File: config.mk
export PLATFORM = sky130hd
export DESIGN_NAME = scancode_to_ascii_fifo_core_flat
export DESIGN_NICKNAME = d
export VERILOG_FILES = /design/src/rtl/sc2a_pkg.sv /design/src/rtl/sc2a_if.sv /design/src/rtl/sc2a_ram.sv /design/src/rtl/sc2a_decode.sv /design/src/rtl/scancode_to_ascii_fifo_core.sv /design/src/flat_wrapper.sv
export SDC_FILE = /design/constraint.sdc
export NUM_CORES = 1
export LEC_CHECK = 0
export BUFFER_PORTS_ARGS = -buffer_cell sky130_fd_sc_hd__buf_2
export CAP_MARGIN = 20
export CORE_UTILIZATION = 40
export DETAILED_ROUTE_END_ITERATION = 7
export GPL_TIMING_DRIVEN = 0
export PLACE_DENSITY = 0.64
export SYNTH_ARGS = -nofsm -noshare
export SYNTH_HDL_FRONTEND = slang
export SYNTH_SLANG_ARGS = --single-unit
export TNS_END_PERCENT = 5
File: constraint.sdc
create_clock -name clk -period 9.96 [get_ports clk]
set_clock_uncertainty 0.05 [all_clocks]
set_input_delay 1.992 -clock clk [delete_from_list [all_inputs] [get_ports clk]]
set_output_delay 1.992 -clock clk [all_outputs]
set_load 0.03 [all_outputs]
File: src/rtl/sc2a_pkg.sv
// shared types, constants and key tables for the scancode to ascii fifo
// no dependencies; imported by the interfaces, sc2a_decode, the core and the testbench

package sc2a_pkg;

  localparam int FIFO_DEPTH_DEF = 128;
  localparam int KEY_COUNT      = 58;
  localparam int KEY_W          = 6;
  localparam int SCAN_W         = 8;
  localparam int CHAR_W         = 7;
  localparam int COUNT_W        = 7;
  localparam int COUNT_MAX      = 127;

  typedef logic [SCAN_W-1:0]  scancode_t;
  typedef logic [CHAR_W-1:0]  char_t;
  typedef logic [COUNT_W-1:0] count_t;

  // request modes
  localparam logic MODE_SCAN = 1'b0;
  localparam logic MODE_READ = 1'b1;

  // special scancodes
  localparam scancode_t SC_PREFIX       = 8'hE0;
  localparam scancode_t SC_LSHIFT_MAKE  = 8'h2A;
  localparam scancode_t SC_RSHIFT_MAKE  = 8'h36;
  localparam scancode_t SC_LSHIFT_BREAK = 8'hAA;
  localparam scancode_t SC_RSHIFT_BREAK = 8'hB6;
  localparam int        SC_BREAK_BIT    = 7;

  typedef struct packed {
    logic  push;
    char_t ch;
  } push_req_t;

  localparam char_t PLAIN_MAP [KEY_COUNT] = '{
    7'h00, 7'h1B, 7'h31, 7'h32, 7'h33, 7'h34, 7'h35, 7'h36, 7'h37, 7'h38,
    7'h39, 7'h30, 7'h2D, 7'h3D, 7'h08, 7'h09, 7'h71, 7'h77, 7'h65, 7'h72,
    7'h74, 7'h79, 7'h75, 7'h69, 7'h6F, 7'h70, 7'h5B, 7'h5D, 7'h0A, 7'h00,
    7'h61, 7'h73, 7'h64, 7'h66, 7'h67, 7'h68, 7'h6A, 7'h6B, 7'h6C, 7'h3B,
    7'h27, 7'h60, 7'h00, 7'h5C, 7'h7A, 7'h78, 7'h63, 7'h76, 7'h62, 7'h6E,
    7'h6D, 7'h2C, 7'h2E, 7'h2F, 7'h00, 7'h2A, 7'h00, 7'h20
  };

  localparam char_t SHIFT_MAP [KEY_COUNT] = '{
    7'h00, 7'h1B, 7'h21, 7'h40, 7'h23, 7'h24, 7'h25, 7'h5E, 7'h26, 7'h2A,
    7'h28, 7'h29, 7'h5F, 7'h2B, 7'h08, 7'h09, 7'h51, 7'h57, 7'h45, 7'h52,
    7'h54, 7'h59, 7'h55, 7'h49, 7'h4F, 7'h50, 7'h7B, 7'h7D, 7'h0A, 7'h00,
    7'h41, 7'h53, 7'h44, 7'h46, 7'h47, 7'h48, 7'h4A, 7'h4B, 7'h4C, 7'h3A,
    7'h22, 7'h7E, 7'h00, 7'h7C, 7'h5A, 7'h58, 7'h43, 7'h56, 7'h42, 7'h4E,
    7'h4D, 7'h3C, 7'h3E, 7'h3F, 7'h00, 7'h2A, 7'h00, 7'h20
  };

  // key must already be checked against KEY_COUNT
  function automatic char_t key_char(logic shifted, logic [KEY_W-1:0] key);
    char_t c;
    c = shifted ? SHIFT_MAP[key] : PLAIN_MAP[key];
    return c;
  endfunction

endpackage

File: src/rtl/sc2a_if.sv
// request and response channel interfaces (valid/ready with payload)
// depends on sc2a_pkg

interface sc2a_in_if import sc2a_pkg::*; ();
  logic      valid;
  logic      ready;
  logic      mode;
  scancode_t scancode;

  modport source (output valid, output mode, output scancode, input ready);
  modport sink   (input valid, input mode, input scancode, output ready);
endinterface

interface sc2a_out_if import sc2a_pkg::*; ();
  logic   valid;
  logic   ready;
  logic   char_valid;
  char_t  char_out;
  count_t chars_waiting;

  modport source (output valid, output char_valid, output char_out,
                  output chars_waiting, input ready);
  modport sink   (input valid, input char_valid, input char_out,
                  input chars_waiting, output ready);
endinterface

File: src/rtl/sc2a_ram.sv
// generic simple dual port ram, one write and one registered read port
// no dependencies

module sc2a_ram #(
  parameter int WIDTH = 8,
  parameter int DEPTH = 16
) (
  input  logic                     clk,
  input  logic                     we,
  input  logic [$clog2(DEPTH)-1:0] waddr,
  input  logic [WIDTH-1:0]         wdata,
  input  logic                     re,
  input  logic [$clog2(DEPTH)-1:0] raddr,
  output logic [WIDTH-1:0]         rdata
);

  logic [WIDTH-1:0] mem [DEPTH];

  always_ff @(posedge clk) begin
    if (we) begin
      mem[waddr] <= wdata;
    end
    if (re) begin
      rdata <= mem[raddr];
    end
  end

endmodule

File: src/rtl/sc2a_decode.sv
// scancode decoder: prefix and shift tracking, table lookup to a push request
// depends on sc2a_pkg

module sc2a_decode import sc2a_pkg::*; (
  input  logic      clk,
  input  logic      rst,
  input  logic      take,
  input  scancode_t scancode,
  output push_req_t push_req
);

  logic shift_held;
  logic prefix_seen;
  logic is_prefix;
  logic is_shift_make;
  logic is_shift_break;
  logic key_ok;
  char_t ch;

  assign is_prefix      = (scancode == SC_PREFIX);
  assign is_shift_make  = (scancode == SC_LSHIFT_MAKE) || (scancode == SC_RSHIFT_MAKE);
  assign is_shift_break = (scancode == SC_LSHIFT_BREAK) || (scancode == SC_RSHIFT_BREAK);
  assign key_ok = !scancode[SC_BREAK_BIT] &&
                  (scancode[SCAN_W-2:0] < (SCAN_W-1)'(KEY_COUNT));
  assign ch = key_char(shift_held, scancode[KEY_W-1:0]);

  always_comb begin
    push_req.ch   = ch;
    push_req.push = take && !is_prefix && !prefix_seen && !is_shift_make &&
                    key_ok && (ch != '0);
  end

  always_ff @(posedge clk) begin
    if (rst) begin
      shift_held  <= 1'b0;
      prefix_seen <= 1'b0;
    end else if (take) begin
      if (is_prefix) begin
        prefix_seen <= 1'b1;
      end else if (prefix_seen) begin
        prefix_seen <= 1'b0;
      end else if (is_shift_make) begin
        shift_held <= 1'b1;
      end else if (is_shift_break) begin
        shift_held <= 1'b0;
      end
    end
  end

endmodule

File: src/rtl/scancode_to_ascii_fifo_core.sv
// top level: keyboard scancode decoder feeding a ram based character fifo
// depends on sc2a_pkg, sc2a_if, sc2a_ram, sc2a_decode

// usage
//   req channel: each request is either a scancode byte (mode 0) or a read of
//   one character (mode 1). rsp channel: exactly one response per request,
//   in order, with char_valid/char_out (nonzero only for a read that found a
//   character) and chars_waiting, the fill level after that request,
//   saturated at 127.
// timing
//   a request accepted on req passes through the ram read stage, whose
//   registered ram output is consumed when that stage hands on its
//   request, and then the output register, from which its response is
//   offered on rsp. one request per cycle is taken while rsp.ready stays
//   high, since each stage hands on its request in the same cycle that it
//   takes a new one.
// stalls
//   when rsp.ready is low, one response waits in the output register and one
//   more in the ram read stage; after that req.ready drops until the
//   receiver takes a response. req.ready is never tied to an idle state.
// reset
//   rst (synchronous) clears pointers, fill level, shift and prefix flags
//   and both pipeline stages. the character ram is not cleared: an entry is
//   only read after it was written, so no clearing pass is needed.
// the fifo holds FIFO_DEPTH-1 characters; a character decoded while full is
// dropped, and a read on an empty fifo returns char_valid 0.

module scancode_to_ascii_fifo_core import sc2a_pkg::*; #(
  parameter int FIFO_DEPTH = FIFO_DEPTH_DEF
) (
  input logic        clk,
  input logic        rst,
  sc2a_in_if.sink    req,
  sc2a_out_if.source rsp
);

  localparam int PW = $clog2(FIFO_DEPTH);
  localparam int CW = (PW > COUNT_W) ? PW : COUNT_W;

  typedef logic [PW-1:0] ptr_t;

  // fifo pointers and fill level
  ptr_t wr_ptr, wr_ptr_next;
  ptr_t rd_ptr, rd_ptr_next;
  ptr_t fill, fill_next;

  logic      accept;
  logic      pop;
  logic      push;
  logic      take_scan;
  push_req_t push_req;
  char_t     rdata;
  logic [CW-1:0] fill_ext;
  count_t    count_sat;

  // ram read stage
  logic   s1_valid;
  logic   s1_char_valid;
  count_t s1_count;
  logic   s1_adv;

  // output register
  logic   out_valid;
  logic   out_char_valid;
  char_t  out_char;
  count_t out_count;

  assign s1_adv    = !out_valid || rsp.ready;
  assign req.ready = !s1_valid || s1_adv;
  assign accept    = req.valid && req.ready;
  assign take_scan = accept && (req.mode == MODE_SCAN);

  sc2a_decode u_decode (
    .clk      (clk),
    .rst      (rst),
    .take     (take_scan),
    .scancode (req.scancode),
    .push_req (push_req)
  );

  // push only on scancode requests, pop only on reads: never both at once,
  // so the ram never sees a read and write of the same entry in one cycle
  assign push = push_req.push && (fill != PW'(FIFO_DEPTH - 1));
  assign pop  = accept && (req.mode == MODE_READ) && (fill != '0);

  always_comb begin
    wr_ptr_next = wr_ptr;
    rd_ptr_next = rd_ptr;
    fill_next   = fill;
    if (push) begin
      wr_ptr_next = (wr_ptr == PW'(FIFO_DEPTH - 1)) ? '0 : wr_ptr + 1'b1;
      fill_next   = fill + 1'b1;
    end else if (pop) begin
      rd_ptr_next = (rd_ptr == PW'(FIFO_DEPTH - 1)) ? '0 : rd_ptr + 1'b1;
      fill_next   = fill - 1'b1;
    end
  end

  // level reported after this request, saturated for deep fifos
  assign fill_ext  = CW'(fill_next);
  assign count_sat = (fill_ext > CW'(COUNT_MAX)) ? COUNT_W'(COUNT_MAX)
                                                 : fill_ext[COUNT_W-1:0];

  sc2a_ram #(
    .WIDTH (CHAR_W),
    .DEPTH (FIFO_DEPTH)
  ) u_store (
    .clk   (clk),
    .we    (push),
    .waddr (wr_ptr),
    .wdata (push_req.ch),
    .re    (pop),
    .raddr (rd_ptr),
    .rdata (rdata)
  );

  always_ff @(posedge clk) begin
    if (rst) begin
      wr_ptr <= '0;
      rd_ptr <= '0;
      fill   <= '0;
    end else begin
      wr_ptr <= wr_ptr_next;
      rd_ptr <= rd_ptr_next;
      fill   <= fill_next;
    end
  end

  // ram read stage: holds while stalled, and no new read is issued then,
  // so the ram output stays put with it
  always_ff @(posedge clk) begin
    if (rst) begin
      s1_valid <= 1'b0;
    end else if (accept) begin
      s1_valid <= 1'b1;
    end else if (s1_adv) begin
      s1_valid <= 1'b0;
    end
    if (accept) begin
      s1_char_valid <= pop;
      s1_count      <= count_sat;
    end
  end

  // output register
  always_ff @(posedge clk) begin
    if (rst) begin
      out_valid <= 1'b0;
    end else if (s1_valid && s1_adv) begin
      out_valid <= 1'b1;
    end else if (rsp.ready) begin
      out_valid <= 1'b0;
    end
    if (s1_valid && s1_adv) begin
      out_char_valid <= s1_char_valid;
      out_char       <= s1_char_valid ? rdata : '0;
      out_count      <= s1_count;
    end
  end

  assign rsp.valid         = out_valid;
  assign rsp.char_valid    = out_char_valid;
  assign rsp.char_out      = out_char;
  assign rsp.chars_waiting = out_count;

  // assertions
  a_no_rw_overlap: assert property (@(posedge clk) disable iff (rst)
    push |-> !pop)
    else $error("ram written and read in the same cycle");

  a_empty_ptrs: assert property (@(posedge clk) disable iff (rst)
    (fill == '0) |-> (wr_ptr == rd_ptr))
    else $error("fifo empty but pointers differ");

  a_stall_holds_input: assert property (@(posedge clk) disable iff (rst)
    (s1_valid && out_valid && !rsp.ready) |-> !req.ready)
    else $error("request taken while pipeline is full");

  a_accept_fills_s1: assert property (@(posedge clk) disable iff (rst)
    accept |=> s1_valid)
    else $error("accepted request lost before read stage");

endmodule

File: src/flat_wrapper.sv
// flat-port wrapper written by rule: the top's interface ports become plain ports
module scancode_to_ascii_fifo_core_flat import sc2a_pkg::*;
#(
  parameter int FIFO_DEPTH = FIFO_DEPTH_DEF
)
  (clk, rst, req_valid, req_mode, req_scancode, req_ready, rsp_valid, rsp_char_valid, rsp_char_out, rsp_chars_waiting, rsp_ready);
  sc2a_in_if req_i ();
  sc2a_out_if rsp_i ();
  input logic clk;
  input logic rst;
  input wire logic [$bits(req_i.valid)-1:0] req_valid;
  input wire logic [$bits(req_i.mode)-1:0] req_mode;
  input wire logic [$bits(req_i.scancode)-1:0] req_scancode;
  output wire logic [$bits(req_i.ready)-1:0] req_ready;
  output wire logic [$bits(rsp_i.valid)-1:0] rsp_valid;
  output wire logic [$bits(rsp_i.char_valid)-1:0] rsp_char_valid;
  output wire logic [$bits(rsp_i.char_out)-1:0] rsp_char_out;
  output wire logic [$bits(rsp_i.chars_waiting)-1:0] rsp_chars_waiting;
  input wire logic [$bits(rsp_i.ready)-1:0] rsp_ready;
  assign req_i.valid = req_valid;
  assign req_i.mode = req_mode;
  assign req_i.scancode = req_scancode;
  assign req_ready = req_i.ready;
  assign rsp_valid = rsp_i.valid;
  assign rsp_char_valid = rsp_i.char_valid;
  assign rsp_char_out = rsp_i.char_out;
  assign rsp_chars_waiting = rsp_i.chars_waiting;
  assign rsp_i.ready = rsp_ready;
  scancode_to_ascii_fifo_core #(.FIFO_DEPTH(FIFO_DEPTH)) u_core (.clk(clk), .rst(rst), .req(req_i), .rsp(rsp_i));
endmodule
Yosys cells after proc, flatten, opt, wreduce, memory -nomap -nowiden
Memories as Yosys holds them, arrays and structs flattened. A register that Yosys moved wholly into a read port is not among the register bits.
Cells that the tools add are included.
{"block": "totals", "mem_bits_ro": 896, "input_bits": 13, "n_memories": 3, "ram_bits": 896, "regBits": 48}
{"block": "op_classes", "eq_ne": 8, "n_lt_le_gt_ge": 3, "n_reduce_logical": 29, "mux": 18, "bitwise_logic": 5, "addsub": 4}
{"name": "u_core.u_store.mem", "words": 128, "word_bits": 7, "read_ports": 1, "rd_ports_with_merged_regs": 1, "write_ports": 1, "line": "sc2a_ram.sv:17", "rtl": "logic [WIDTH-1:0] mem [DEPTH];"}
{"name": "(name not given)", "words": 64, "word_bits": 7, "read_ports": 1, "rd_ports_with_merged_regs": 0, "write_ports": 0, "line": "sc2a_pkg.sv:56", "rtl": "c = shifted ? SHIFT_MAP[key] : PLAIN_MAP[key];"}
{"name": "(name not given)", "words": 64, "word_bits": 7, "read_ports": 1, "rd_ports_with_merged_regs": 0, "write_ports": 0, "line": "sc2a_pkg.sv:56"}
{"operator": "two-way mux 7 bit", "count": 9}
{"operator": "== test 8 bit (second input constant)", "count": 3}
{"operator": "adder 7 x 1 -> 7 bit (second input constant)", "count": 3}
{"operator": "== test 8 x 6 -> 1 bit (second input constant)", "count": 2}
{"operator": "== test 7 bit (second input constant)", "count": 2}
{"operator": "nonzero test 7 bit", "count": 2}
{"operator": "logical AND 1 bit", "count": 12}
{"operator": "two-way mux 1 bit", "count": 9}
{"operator": "greater-or-equal comparator 7 bit (second input constant)", "count": 1}
{"operator": "> comparator 7 bit (second input constant)", "count": 1}
{"operator": "less-than comparator 7 x 6 -> 1 bit (second input constant)", "count": 1}
{"operator": "inequality test 7 bit (second input constant)", "count": 1}
{"operator": "NOT 6 -> 7 bit", "count": 1}
{"operator": "subtractor 7 x 1 -> 7 bit (second input constant)", "count": 1}
{"operator": "logical NOT 1 bit", "count": 6}
{"operator": "nonzero test 2 bit", "count": 3}
{"operator": "logical OR 1 bit", "count": 4}
{"operator": "NOT 1 bit", "count": 4}
{"operator": "AND reduction 4 bit", "count": 1}
{"operator": "AND reduction 2 bit", "count": 1}

Logic depth before layout (Yosys ltp)
Gate-level depths: netlist of run 1.
{"block": "logic_depth", "word_depth": 13, "depth_mapped": 15}

By module
A second synthesis of run 1 with hierarchy kept.
{"block": "hier_totals", "cells_unflattened": 1841, "hier_area_um2": 38323.0}
{"module": "sc2a_ram", "seq_area_each_um2": 27116.0, "area_each_um2": 34877.2, "cells_each": 1453, "n_inst": 1}
{"module": "scancode_to_ascii_fifo_core", "seq_area_each_um2": 1151.1, "area_each_um2": 2154.6, "cells_each": 201, "n_inst": 1}
{"module": "sc2a_decode", "seq_area_each_um2": 40.0, "area_each_um2": 1291.2, "cells_each": 187, "n_inst": 1}

Least setup slack after synthesis of run 1
No wires, ideal clock.
{"block": "synth_timing", "kind": "input port to flip-flop", "startpoint": "input req_scancode[1]", "endpoint": "memory u_core.u_store.mem[121][0] in the netlist's numbering, enable pin", "path_slack_ns": 0.784, "arrival_ns": 8.736, "required_time_ns": 9.520, "setup_time_ns": 0.390, "path_stages": 13, "path_cell_list": "buf_2 > inv_1 > ha_1 > nor2_1 > a21oi_1 > a211o_1 > a32oi_1 > or4b_4 > o21ai_2 > buf_6 > buf_8 > buf_2 > nor4_1"}
{"element": "start: declaration", "line": "flat_wrapper.sv:13", "rtl": "input wire logic [$bits(req_i.scancode)-1:0] req_scancode;"}
{"element": "end: declaration", "line": "sc2a_ram.sv:17"}

==> results.txt, run 1 <==
Layout Nets - 2,046
Number of nets still failing antenna checks after routing - 0
Max-slew violations - 0
Detailed-route vias per instance - 5.778
Core ar. - 95,010 µm²
Status - finished, final reports clean
Drt first pass iters - 8
Global route total overflow - 0
Area taken by flip-flops and latches - 28,310 µm²
Share of the synthesized area in the top cell type - 0.7255
Vertical extent of the die - 311.6 µm
Total count of hold-check failures in the final report - 0
Post-Synthesis Cells - 1,842
RR Startpoint - u_core.u_decode.shift_held
Final instance area - 44,020 µm²
Worst-margin pin slew - 1.171 ns
Remaining design rule violation count - 0
List of cells traversed by the critical path - buf_2, buf_2, inv_1, ha_1, nand3_2, o22ai_1, a221o_4, buf_16, nand2b_1, or4b_4, o21ai_2, buf_6, or4_1, buf_2, buf_2, nor2_1
Syn. warnings - 0
Post-route clock period utilization - 0.6463
Syn nets - 1,874
Proportion of synthesized flip-flops having asynchronous set or reset - 0
Worst min-delay path startpoint - u_core.s1_count[4]
Overall global routing resource usage - 0.1941
Area growth, synth to finish - 14.85%
Endpoint required time on the critical path - 10.25 ns
Library cells used by synthesis - 72
Final worst slack - 3.523 ns
Setup Crit Path Kind - input pin to flip-flop
Biggest cell delay along the critical path - 0.69 ns
Post-Synthesis Cell Area - 38,330 µm²
Depth of the most critical reg-to-reg path - 12
DR iter-0 viols - 2,653
Htree depth - 3
Unrepaired setup endpoints after global routing - no
Register clock-pin slew on the reported worst setup and hold paths - 0.06 ns
Average size of a mapped cell - 20.81 µm²
Ratio of cells with drive above 1 in the final layout - 0.2880
Layout filler cell count - 7,831
First-pass GRT wire length - 137.1 mm
Total design power - 9.458 mW
Final antenna diode count - 0
CP startpoint kind - input pin
Max-cap violation count - 0
Top cells by area in the synthesized netlist - edfxtp_1, mux4_2, nor2_1
Synth area leader - edfxtp_1
Clock buffers created by TritonCTS - 96
RD Place Congestion - 0.8791
Data arrival, critical path - 6.73 ns
Proportion of synthesized chip area in sequential cells - 0.7385
Number of clock sinks - 951
Placed Instances - 3,176
I/O pin cnt - 30
Count of buffers from port buffering - 28
Crit Reg-Reg Endpoint - u_core.u_store.mem[56][3]
Total detailed-routing wirelength - 93.54 mm
Hold Path Stages - 0
Critical Path Most Common Cell - buf_2
Via count of the first global-routing pass - 19,952
Half-perimeter wire length after placement - 64.10 mm
Min-delay worst type - flip-flop to flip-flop
Wire length per cell - 27.85 µm
Minimum clock period after layout - 6.437 ns
Leakage power of the design - 13.23 nW
List of most frequent post-synthesis cells - edfxtp_1, mux4_2, nor2_1
Area of the multi-input gates - 9627 µm²
Leading cell type by number of instances after synthesis - edfxtp_1
Number of enable flip-flop cells after synthesis - 926
Worst slew slack as a fraction of its limit - 0.2196
Instance area after placement - 40,890 µm²
Count of vias placed by the detailed router - 19,407
Die width - 311.6 µm
Post-CTS setup buffer count - 0
Dpl ws - 2.858 ns
Flop-to-flop setup slack - 5.30 ns
Maximum number of pins on one net before global-route repair - 85
Count of hold-fix buffers inserted at cts - 0
CTS tree - built
Slowest-stage cell, CP - a221o_4
Maximum number of buffers from clock root to sink - 3
FMAX - 0.1554 GHz
Post-layout utilization of the core - 0.4633
Final setup fails - 0
Most used flip-flop cell after synthesis - edfxtp_1
Die Outline Area - 97,060 µm²
Pwr dens - 214.8 nW/µm²
Root Driver - clkbuf_16
Clock insertion delay at the later pin of the skew report - 0.65 ns
Seq cells post-synth - 951
Number of antenna violations at the first check in global routing - 3
Largest driver fanout on the critical path - 73
Count of standard-cell rows - 113
Peak supply drop - 0.0001296 V
Cells resized by post-CTS repair - 0
Critical Path End Type - flip-flop
Final cell count without fillers - 3,359
Hold Path Sink - u_core.rsp.chars_waiting[4]
Initial Utilization - 0.4034
placed cells by master, fill, tap and decap left out, types with 8 or more instances in the layout:
| master | instances |
|---|---|
| nor4_2 | 27 |
| nor4_1 | 8 |
| buf_1 | 30 |
| clkinv_1 | 28 |
| nand2_1 | 39 |
| nand3_1 | 16 |
| and2_1 | 12 |
| mux4_2 | 295 |
| nand2b_1 | 10 |
| buf_4 | 26 |
| a21oi_1 | 13 |
| ha_1 | 19 |
| clkbuf_1 | 70 |
| inv_1 | 18 |
| nor2b_1 | 14 |
| nor2_1 | 148 |
| buf_8 | 10 |
| dfxtp_1 | 25 |
| mux2_2 | 13 |
| edfxtp_1 | 926 |
| buf_16 | 8 |
| clkbuf_16 | 98 |
| clkinv_2 | 13 |
| buf_2 | 54 |
| o21ai_0 | 8 |
flip-flops by register name (all words and copies together) (netlist names):
name	cells
u_core.rsp.char_valid	1
u_core.s1_valid	1
u_core.rsp.valid	1
u_core.s1_count	7
u_core.u_decode.prefix_seen	1
u_core.rsp.chars_waiting	7
u_core.rsp.char_out	7
u_core.s1_char_valid	1
u_core.fill	7
u_core.wr_ptr	7
u_core.u_decode.shift_held	1
u_core.u_store.mem	896
u_core.rd_ptr	7
u_core.u_store.rdata	7
layout make-up:
type / instances / share of cell area
buffer: 122 / 0.01293
tap: 1265 / 0.03595
timing repair buffer: 74 / 0.01830
multi-input combinational: 750 / 0.2187
clock inverter: 63 / 0.01231
inverter: 19 / 0.001620
clock buffer: 115 / 0.05716
sequential: 951 / 0.6430
logic make-up (layout without fill, tap and decap cells):
logic type | after synthesis | in the layout | share of synthesized area
and+or+nand+nor | 316 | 316 | 0.03950
AOI/OAI and AO/OA | 84 | 84 | 0.01619
adders and majority gates | 19 | 19 | 0.006203
DFF | 951 | 951 | 0.7385
buffers and inverters | 141 | 393 | 0.01671
xor gates and xnor gates | 13 | 13 | 0.002971
muxes | 318 | 318 | 0.1799
worst max-delay path, delay by kind of cell:
family,cells,cell delay (ns)
simple gates,5,1.27
buf+inv,7,2.03
fa+ha+maj,1,0.36
compound gates,3,1.01
report_power, final:
group          internal [mW]  total (mW)  switching, mW
clock network           1.99        3.51           1.51
logic                  0.641        1.42          0.775
registers               4.51        4.53         0.0241
total                   7.15        9.46           2.31
worst max-delay path by stage:
stage	start	endpoint	slack, ns	depth (start not counted)
6_report	req_scancode[1]	u_core.u_store.mem[56][3]	3.52	16
5_1_grt	req_scancode[1]	u_core.u_store.mem[48][5]	3.34	16
4_1_cts	req_scancode[1]	u_core.u_store.mem[80][3]	3.55	16
3_5_place_dp	req_scancode[1]	u_core.u_store.mem[56][0]	2.86	16
3_3_place_gp	req_scancode[1]	u_core.u_store.mem[81][5]	-5.69	14
2_1_floorplan	req_scancode[1]	u_core.u_store.mem[121][0]	0.78	13
per-stage QoR:
| step | hold slack (ns) | TNS [ns] |
|---|---|---|
| floorplan | 0.3503 | 0 |
| CTS | 0.3625 | 0 |
| global route | 0.3656 | 0 |
| global placement | 0.3546 | -5486.06 |
| finish | 0.3637 | 0 |
| detailed placement | 0.3565 | 0 |
routing by layer:
metal	GRT usage	vias up	part of all wire
met2	0.3126	835	0.48
met5	0	-	0.00014
met1	0.2698	10390	0.42
li1	-	8028	-
met3	0.03374	152	0.074
met4	0.06180	2	0.028
No activity file was read; power rests on OpenSTA's default activity.
==> run 2, diff against run 1 <==
clock period = 6.5 ns   (was 9.96 ns; I/O delays follow)
==> results.txt, run 2 (same netlist as run 1, synthesis figures left out) <==
First-pass GRT wire length - 135.5 mm (-1.2%)
Post-route clock period utilization - 0.8847
Area growth, synth to finish - 15.09%
Dpl ws - 0.05433 ns (-2.804 ns)
Drt first pass iters - 5 (-3)
Largest driver fanout on the critical path - 22 (-70%)
Pwr dens - 330.3 nW/µm² (+54%)
Layout Nets - 2,050 (+0.20%)
List of cells traversed by the critical path - buf_2, buf_2, inv_1, ha_1, mux2_2, a221oi_1, nor2_1, a32oi_4, buf_16, or4b_4, o21ai_2, buf_6, or4_1, buf_2, buf_2, nor2_1
FMAX - 0.1739 GHz
Hold Path Sink - u_core.rsp.chars_waiting[5]
Register clock-pin slew on the reported worst setup and hold paths - 0.06 ns (about the same)
Peak supply drop - 0.0002051 V (+58%)
Maximum number of pins on one net before global-route repair - 89 (+4.7%)
RR Startpoint - u_core.u_decode.shift_held
Final instance area - 44,110 µm² (+0.20%)
CTS tree - built
Flop-to-flop setup slack - 1.61 ns (-3.69 ns)
Detailed-route vias per instance - 5.762 (-0.27%)
Global route total overflow - 0 (unchanged)
Slowest-stage cell, CP - nor2_1
Count of standard-cell rows - 113 (unchanged)
CP startpoint kind - input pin
Total count of hold-check failures in the final report - 0 (unchanged)
Register ranked first by flip-flop count - u_core.u_store.mem
Clock buffers created by TritonCTS - 96 (unchanged)
Most common cell after layout, fill and taps aside - edfxtp_1
Worst slew slack as a fraction of its limit - 0.2728 (+0.05316)
Number of clock sinks - 951 (unchanged)
Remaining design rule violation count - 0 (unchanged)
Critical Path End Type - flip-flop
Wire length per cell - 27.58 µm (-0.96%)
Number of antenna violations at the first check in global routing - 2 (-1)
Number of nets still failing antenna checks after routing - 0 (unchanged)
Worst-margin pin slew - 1.091 ns (-0.07974 ns)
Final cell count without fillers - 3,363 (+0.12%)
Setup Crit Path Kind - input pin to flip-flop
Initial Utilization - 0.4034 (unchanged)
Final worst slack - 0.7496 ns (-2.773 ns)
Min-delay worst type - flip-flop to flip-flop
Post-layout utilization of the core - 0.4643 (+0.0009490)
Worst min-delay path startpoint - u_core.s1_count[5]
Clock insertion delay at the later pin of the skew report - 0.66 ns (about the same)
Count of vias placed by the detailed router - 19,378 (-0.15%)
Crit Reg-Reg Endpoint - u_core.u_store.mem[56][1]
RD Place Congestion - 0.8863 (+0.82%)
Vertical extent of the die - 311.6 µm (unchanged)
Critical Path Most Common Cell - buf_2
Biggest cell delay along the critical path - 0.68 ns (about the same)
Post-CTS setup buffer count - 0 (unchanged)
Area taken by flip-flops and latches - 28,310 µm² (unchanged)
Status - finished, final reports clean
Max-cap violation count - 0 (unchanged)
I/O pin cnt - 30 (unchanged)
Via count of the first global-routing pass - 19,699 (-1.3%)
Unrepaired setup endpoints after global routing - no
Ratio of cells with drive above 1 in the final layout - 0.2893 (+0.001358)
Half-perimeter wire length after placement - 63.45 mm (-1.0%)
Layout filler cell count - 7,817 (-0.18%)
Endpoint required time on the critical path - 6.74 ns (-3.51 ns)
Die Outline Area - 97,060 µm² (unchanged)
Combined buffer and inverter count along the critical path - 7 (unchanged)
Area of the multi-input gates - 9620 µm² (about the same)
DR iter-0 viols - 2,372 (-11%)
Flip-flop count of the largest register, all copies and words added - 896 (unchanged)
Cells resized by post-CTS repair - 0 (unchanged)
Leakage power of the design - 13.29 nW (+0.40%)
Count of hold-fix buffers inserted at cts - 0 (unchanged)
Die width - 311.6 µm (unchanged)
Root Driver - clkbuf_16
Count of buffers from port buffering - 28 (unchanged)
Maximum number of buffers from clock root to sink - 3 (unchanged)
Minimum clock period after layout - 5.750 ns
Htree depth - 3 (unchanged)
Hold Path Stages - 0 (unchanged)
Final setup fails - 0 (unchanged)
Depth of the most critical reg-to-reg path - 12 (unchanged)
Total detailed-routing wirelength - 92.76 mm (-0.84%)
Overall global routing resource usage - 0.1921 (-0.002037)
Core ar. - 95,010 µm² (unchanged)
Crit path max-delay family - buffers and inverters
Most used cells in the layout excluding fill and tap cells - edfxtp_1, mux4_2, nor2_1, clkbuf_16, clkbuf_1
Data arrival, critical path - 5.99 ns (-0.74 ns)
Instance area after placement - 40,920 µm² (about the same)
Max-slew violations - 0 (unchanged)
Placed Instances - 3,178 (+0.063%)
Final antenna diode count - 0 (unchanged)
[run 2: layer usage]
metal / GRT usage / share of wire / vias up
met2: 0.3083 / 0.48 / 913
met3: 0.03095 / 0.080 / 137
met4: 0.06247 / 0.028 / 2
met1: 0.2691 / 0.41 / 10304
met5: 0 / 0.00014 / -
li1: - / - / 8022
[run 2: how the worst max path moves through the flow]
stage                               start                         end  slack (ns)  cells past startpoint
after global placement    req_scancode[1]   u_core.u_store.mem[81][3]       -3.14                     14
after CTS                 req_scancode[1]   u_core.u_store.mem[80][3]        0.75                     16
after floorplan           req_scancode[1]  u_core.u_store.mem[121][0]        0.53                     13
after detailed placement  req_scancode[1]   u_core.u_store.mem[56][1]        0.05                     16
final                     req_scancode[1]   u_core.u_store.mem[56][1]        0.75                     16
after global routing      req_scancode[1]   u_core.u_store.mem[56][1]        0.47                     16
[run 2: per-stage QoR]
stage,total power [mW],hold slack (ns),setup TNS (ns)
after detailed placement,9.233,0.3589,0
after global routing,15.00,0.3669,0
after CTS,14.62,0.3690,0
final,14.57,0.3644,0
after global placement,9.143,0.3523,-2490.26
after floorplan,8.481,0.3503,0
[run 2: area by class of cell]
type | count | share of cell area
Sequential cell | 951 | 0.6417
Multi-Input combinational cell | 750 | 0.2181
Clock buffer | 119 | 0.05690
Tap cell | 1265 | 0.03588
Timing Repair Buffer | 78 | 0.01943
Clock inverter | 59 | 0.01344
Buffer | 122 | 0.01291
Inverter | 19 | 0.001617
[run 2: worst register-to-register path: cells and delay by family (launching register included)]
family,cells,cell delay [ns]
buf+inv,6,1.85
compound gates,3,1.08
flops,1,0.31
simple gates,3,1.22
[run 2: power breakdown]
group	leakage, nW	total, mW	internal [mW]	switching, mW
Sequential	8.60	6.95	6.91	0.0376
Combinational	3.18	2.18	0.991	1.19
Clock	1.51	5.44	3.15	2.29
Total	13.3	14.6	11.1	3.52
==> run 3, diff against run 2 <==
BUFFER_PORTS_ARGS = default   (was -buffer_cell sky130_fd_sc_hd__buf_2)
CTS_CLUSTER_DIAMETER = 30   (was default)
DONT_BUFFER_PORTS = 1   (was default)
PLACE_DENSITY = 0.63   (was 0.64)
==> results.txt, run 3 (same netlist as run 1, synthesis figures left out) <==
Status - finished, final reports clean
Worst slew slack as a fraction of its limit - 0.2161 (-0.05664)
Htree depth - 4 (+1)
Min-delay worst type - flip-flop to flip-flop
FMAX - 0.1789 GHz (+2.9%)
Detailed-route vias per instance - 5.815 (+0.91%)
Die width - 311.6 µm (unchanged)
Core ar. - 95,010 µm² (unchanged)
Minimum clock period after layout - 5.589 ns (-0.1617 ns)
Fin Hold WS - 0.3644 ns (+0.00002900 ns)
Count of buffers from port buffering - 0 (-100%)
Pwr dens - 376.6 nW/µm² (+14%)
Register ranked first by flip-flop count - u_core.u_store.mem
Total count of hold-check failures in the final report - 0 (unchanged)
Max-slew violations - 0 (unchanged)
Data arrival, critical path - 5.90 ns (-0.09 ns)
Instance area after placement - 40,800 µm² (-0.30%)
Final antenna diode count - 0 (unchanged)
Final setup fails - 0 (unchanged)
Via count of the first global-routing pass - 20,543 (+4.3%)
Clock buffers created by TritonCTS - 160 (+67%)
Number of nets still failing antenna checks after routing - 0 (unchanged)
Critical Path End Type - flip-flop
Final instance area - 46,300 µm² (+5.0%)
Count of vias placed by the detailed router - 20,072 (+3.6%)
Half-perimeter wire length after placement - 64.94 mm (+2.4%)
Number of antenna violations at the first check in global routing - 7 (+5)
Clock insertion delay at the later pin of the skew report - 0.75 ns (+0.09 ns)
Cells resized by post-CTS repair - 0 (unchanged)
Flop-to-flop setup slack - 1.68 ns (+0.07 ns)
First-pass GRT wire length - 142.8 mm (+5.4%)
Max-cap violation count - 0 (unchanged)
Maximum number of pins on one net before global-route repair - 85 (-4.5%)
CP startpoint kind - input pin
Global route total overflow - 0 (unchanged)
Unrepaired setup endpoints after global routing - no
Drt first pass iters - 6 (+1)
Overall global routing resource usage - 0.2037 (+0.01158)
RD Place Congestion - 0.8870 (about the same)
Maximum number of buffers from clock root to sink - 3 (unchanged)
Ratio of cells with drive above 1 in the final layout - 0.3242 (+0.03487)
Post-route clock period utilization - 0.8598 (-0.02488)
Count of standard-cell rows - 113 (unchanged)
Worst-margin pin slew - 1.176 ns (+0.08495 ns)
Count of hold-fix buffers inserted at cts - 0 (unchanged)
Most common cell after layout, fill and taps aside - edfxtp_1
I/O pin cnt - 30 (unchanged)
Layout Nets - 2,085 (+1.7%)
Remaining design rule violation count - 0 (unchanged)
Endpoint required time on the critical path - 6.81 ns (+0.07 ns)
Number of clock sinks - 951 (unchanged)
Register clock-pin slew on the reported worst setup and hold paths - 0.05 ns (about the same)
Total detailed-routing wirelength - 97.77 mm (+5.4%)
CTS tree - built
Vertical extent of the die - 311.6 µm (unchanged)
Flip-flop count of the largest register, all copies and words added - 896 (unchanged)
Wire length per cell - 28.32 µm (+2.7%)
Post-CTS setup buffer count - 0 (unchanged)
DR iter-0 viols - 2,450 (+3.3%)
Initial Utilization - 0.4034 (unchanged)
Leakage power of the design - 14.24 nW (+7.2%)
Most used cells in the layout excluding fill and tap cells - edfxtp_1, mux4_2, clkbuf_16, nor2_1, clkbuf_1
Peak supply drop - 0.0002717 V (+32%)
Die Outline Area - 97,060 µm² (unchanged)
Setup Crit Path Kind - input pin to flip-flop
Largest driver fanout on the critical path - 25 (+14%)
Root Driver - clkbuf_16
Area growth, synth to finish - 20.81%
## run 3: changes by cell type in the layout (fill, tap and decap cells not counted), sizes merged
cell,before,now
buf,144,118
bufinv,10,14
clkbuf,173,233
clkdlybuf4s15,1,0
clkdlybuf4s18,1,0
clkinv,40,55
clkinvlp,2,22
inv,26,44
## run 3: final timing paths
check | from | endpoint | depth (start not counted)
max reg2reg | u_core.u_decode.shift_held | u_core.u_store.mem[78][0] | 11
min | u_core.s1_count[1] | u_core.rsp.chars_waiting[1] | 0
max | req_scancode[1] | u_core.u_store.mem[78][0] | 15
min reg2reg | u_core.s1_count[1] | u_core.rsp.chars_waiting[1] | 0
## run 3: routing by layer
| metal | up-vias | track usage | wire length (µm) |
|---|---|---|---|
| met5 | - | 0 | 13 |
| met4 | 2 | 0.07076 | 2623 |
| met3 | 167 | 0.04778 | 8739 |
| met2 | 1034 | 0.3214 | 47360 |
| met1 | 10703 | 0.2779 | 39040 |
| li1 | 8166 | - | - |
## run 3: through the flow
stage | util | power, mW | setup TNS, ns | setup slack, ns | std cells
6_report | 0.4874 | 17.44 | 0 | 0.9113 | 3452
5_1_grt | 0.4874 | 17.92 | 0 | 0.7089 | 3452
2_1_floorplan | - | 8.481 | 0 | 0.5333 | 1842
3_5_place_dp | 0.4295 | 9.234 | 0 | 0.1624 | 3148
4_1_cts | 0.4861 | 17.50 | 0 | 0.9320 | 3444
3_3_place_gp | 0.4205 | 9.144 | -2281.90 | -2.974 | 3107
## run 3: layout make-up
cell class	count	area, µm²
plain buffers	122	569.3
repair buffers	49	755.7
fillers	7582	48710
multi-input cells	750	9633
clock buffers	180	4110
inverters	19	71.32
well taps	1265	1583
flip-flops and latches	951	28310
clock inverters	116	1275
## run 3: power breakdown
part | switching (mW) | total (mW) | internal, mW
sequential | 0.0595 | 6.98 | 6.92
combinational | 1.18 | 2.18 | 0.994
clock | 3.08 | 8.28 | 5.20
total | 4.32 | 17.4 | 13.1
## run 3: worst max-delay path: stages
cell and delay (ns):
buf_2 0.18, inv_1 0.31, ha_1 0.40, mux2i_1 0.13, o22a_1 0.18, a32o_1 0.24
a32oi_4 0.79, buf_16 0.26, or4b_4 0.17, o21ai_2 0.08, buf_6 0.15, or4_1 0.38
buf_2 0.23, buf_2 0.32, nor2_1 0.76
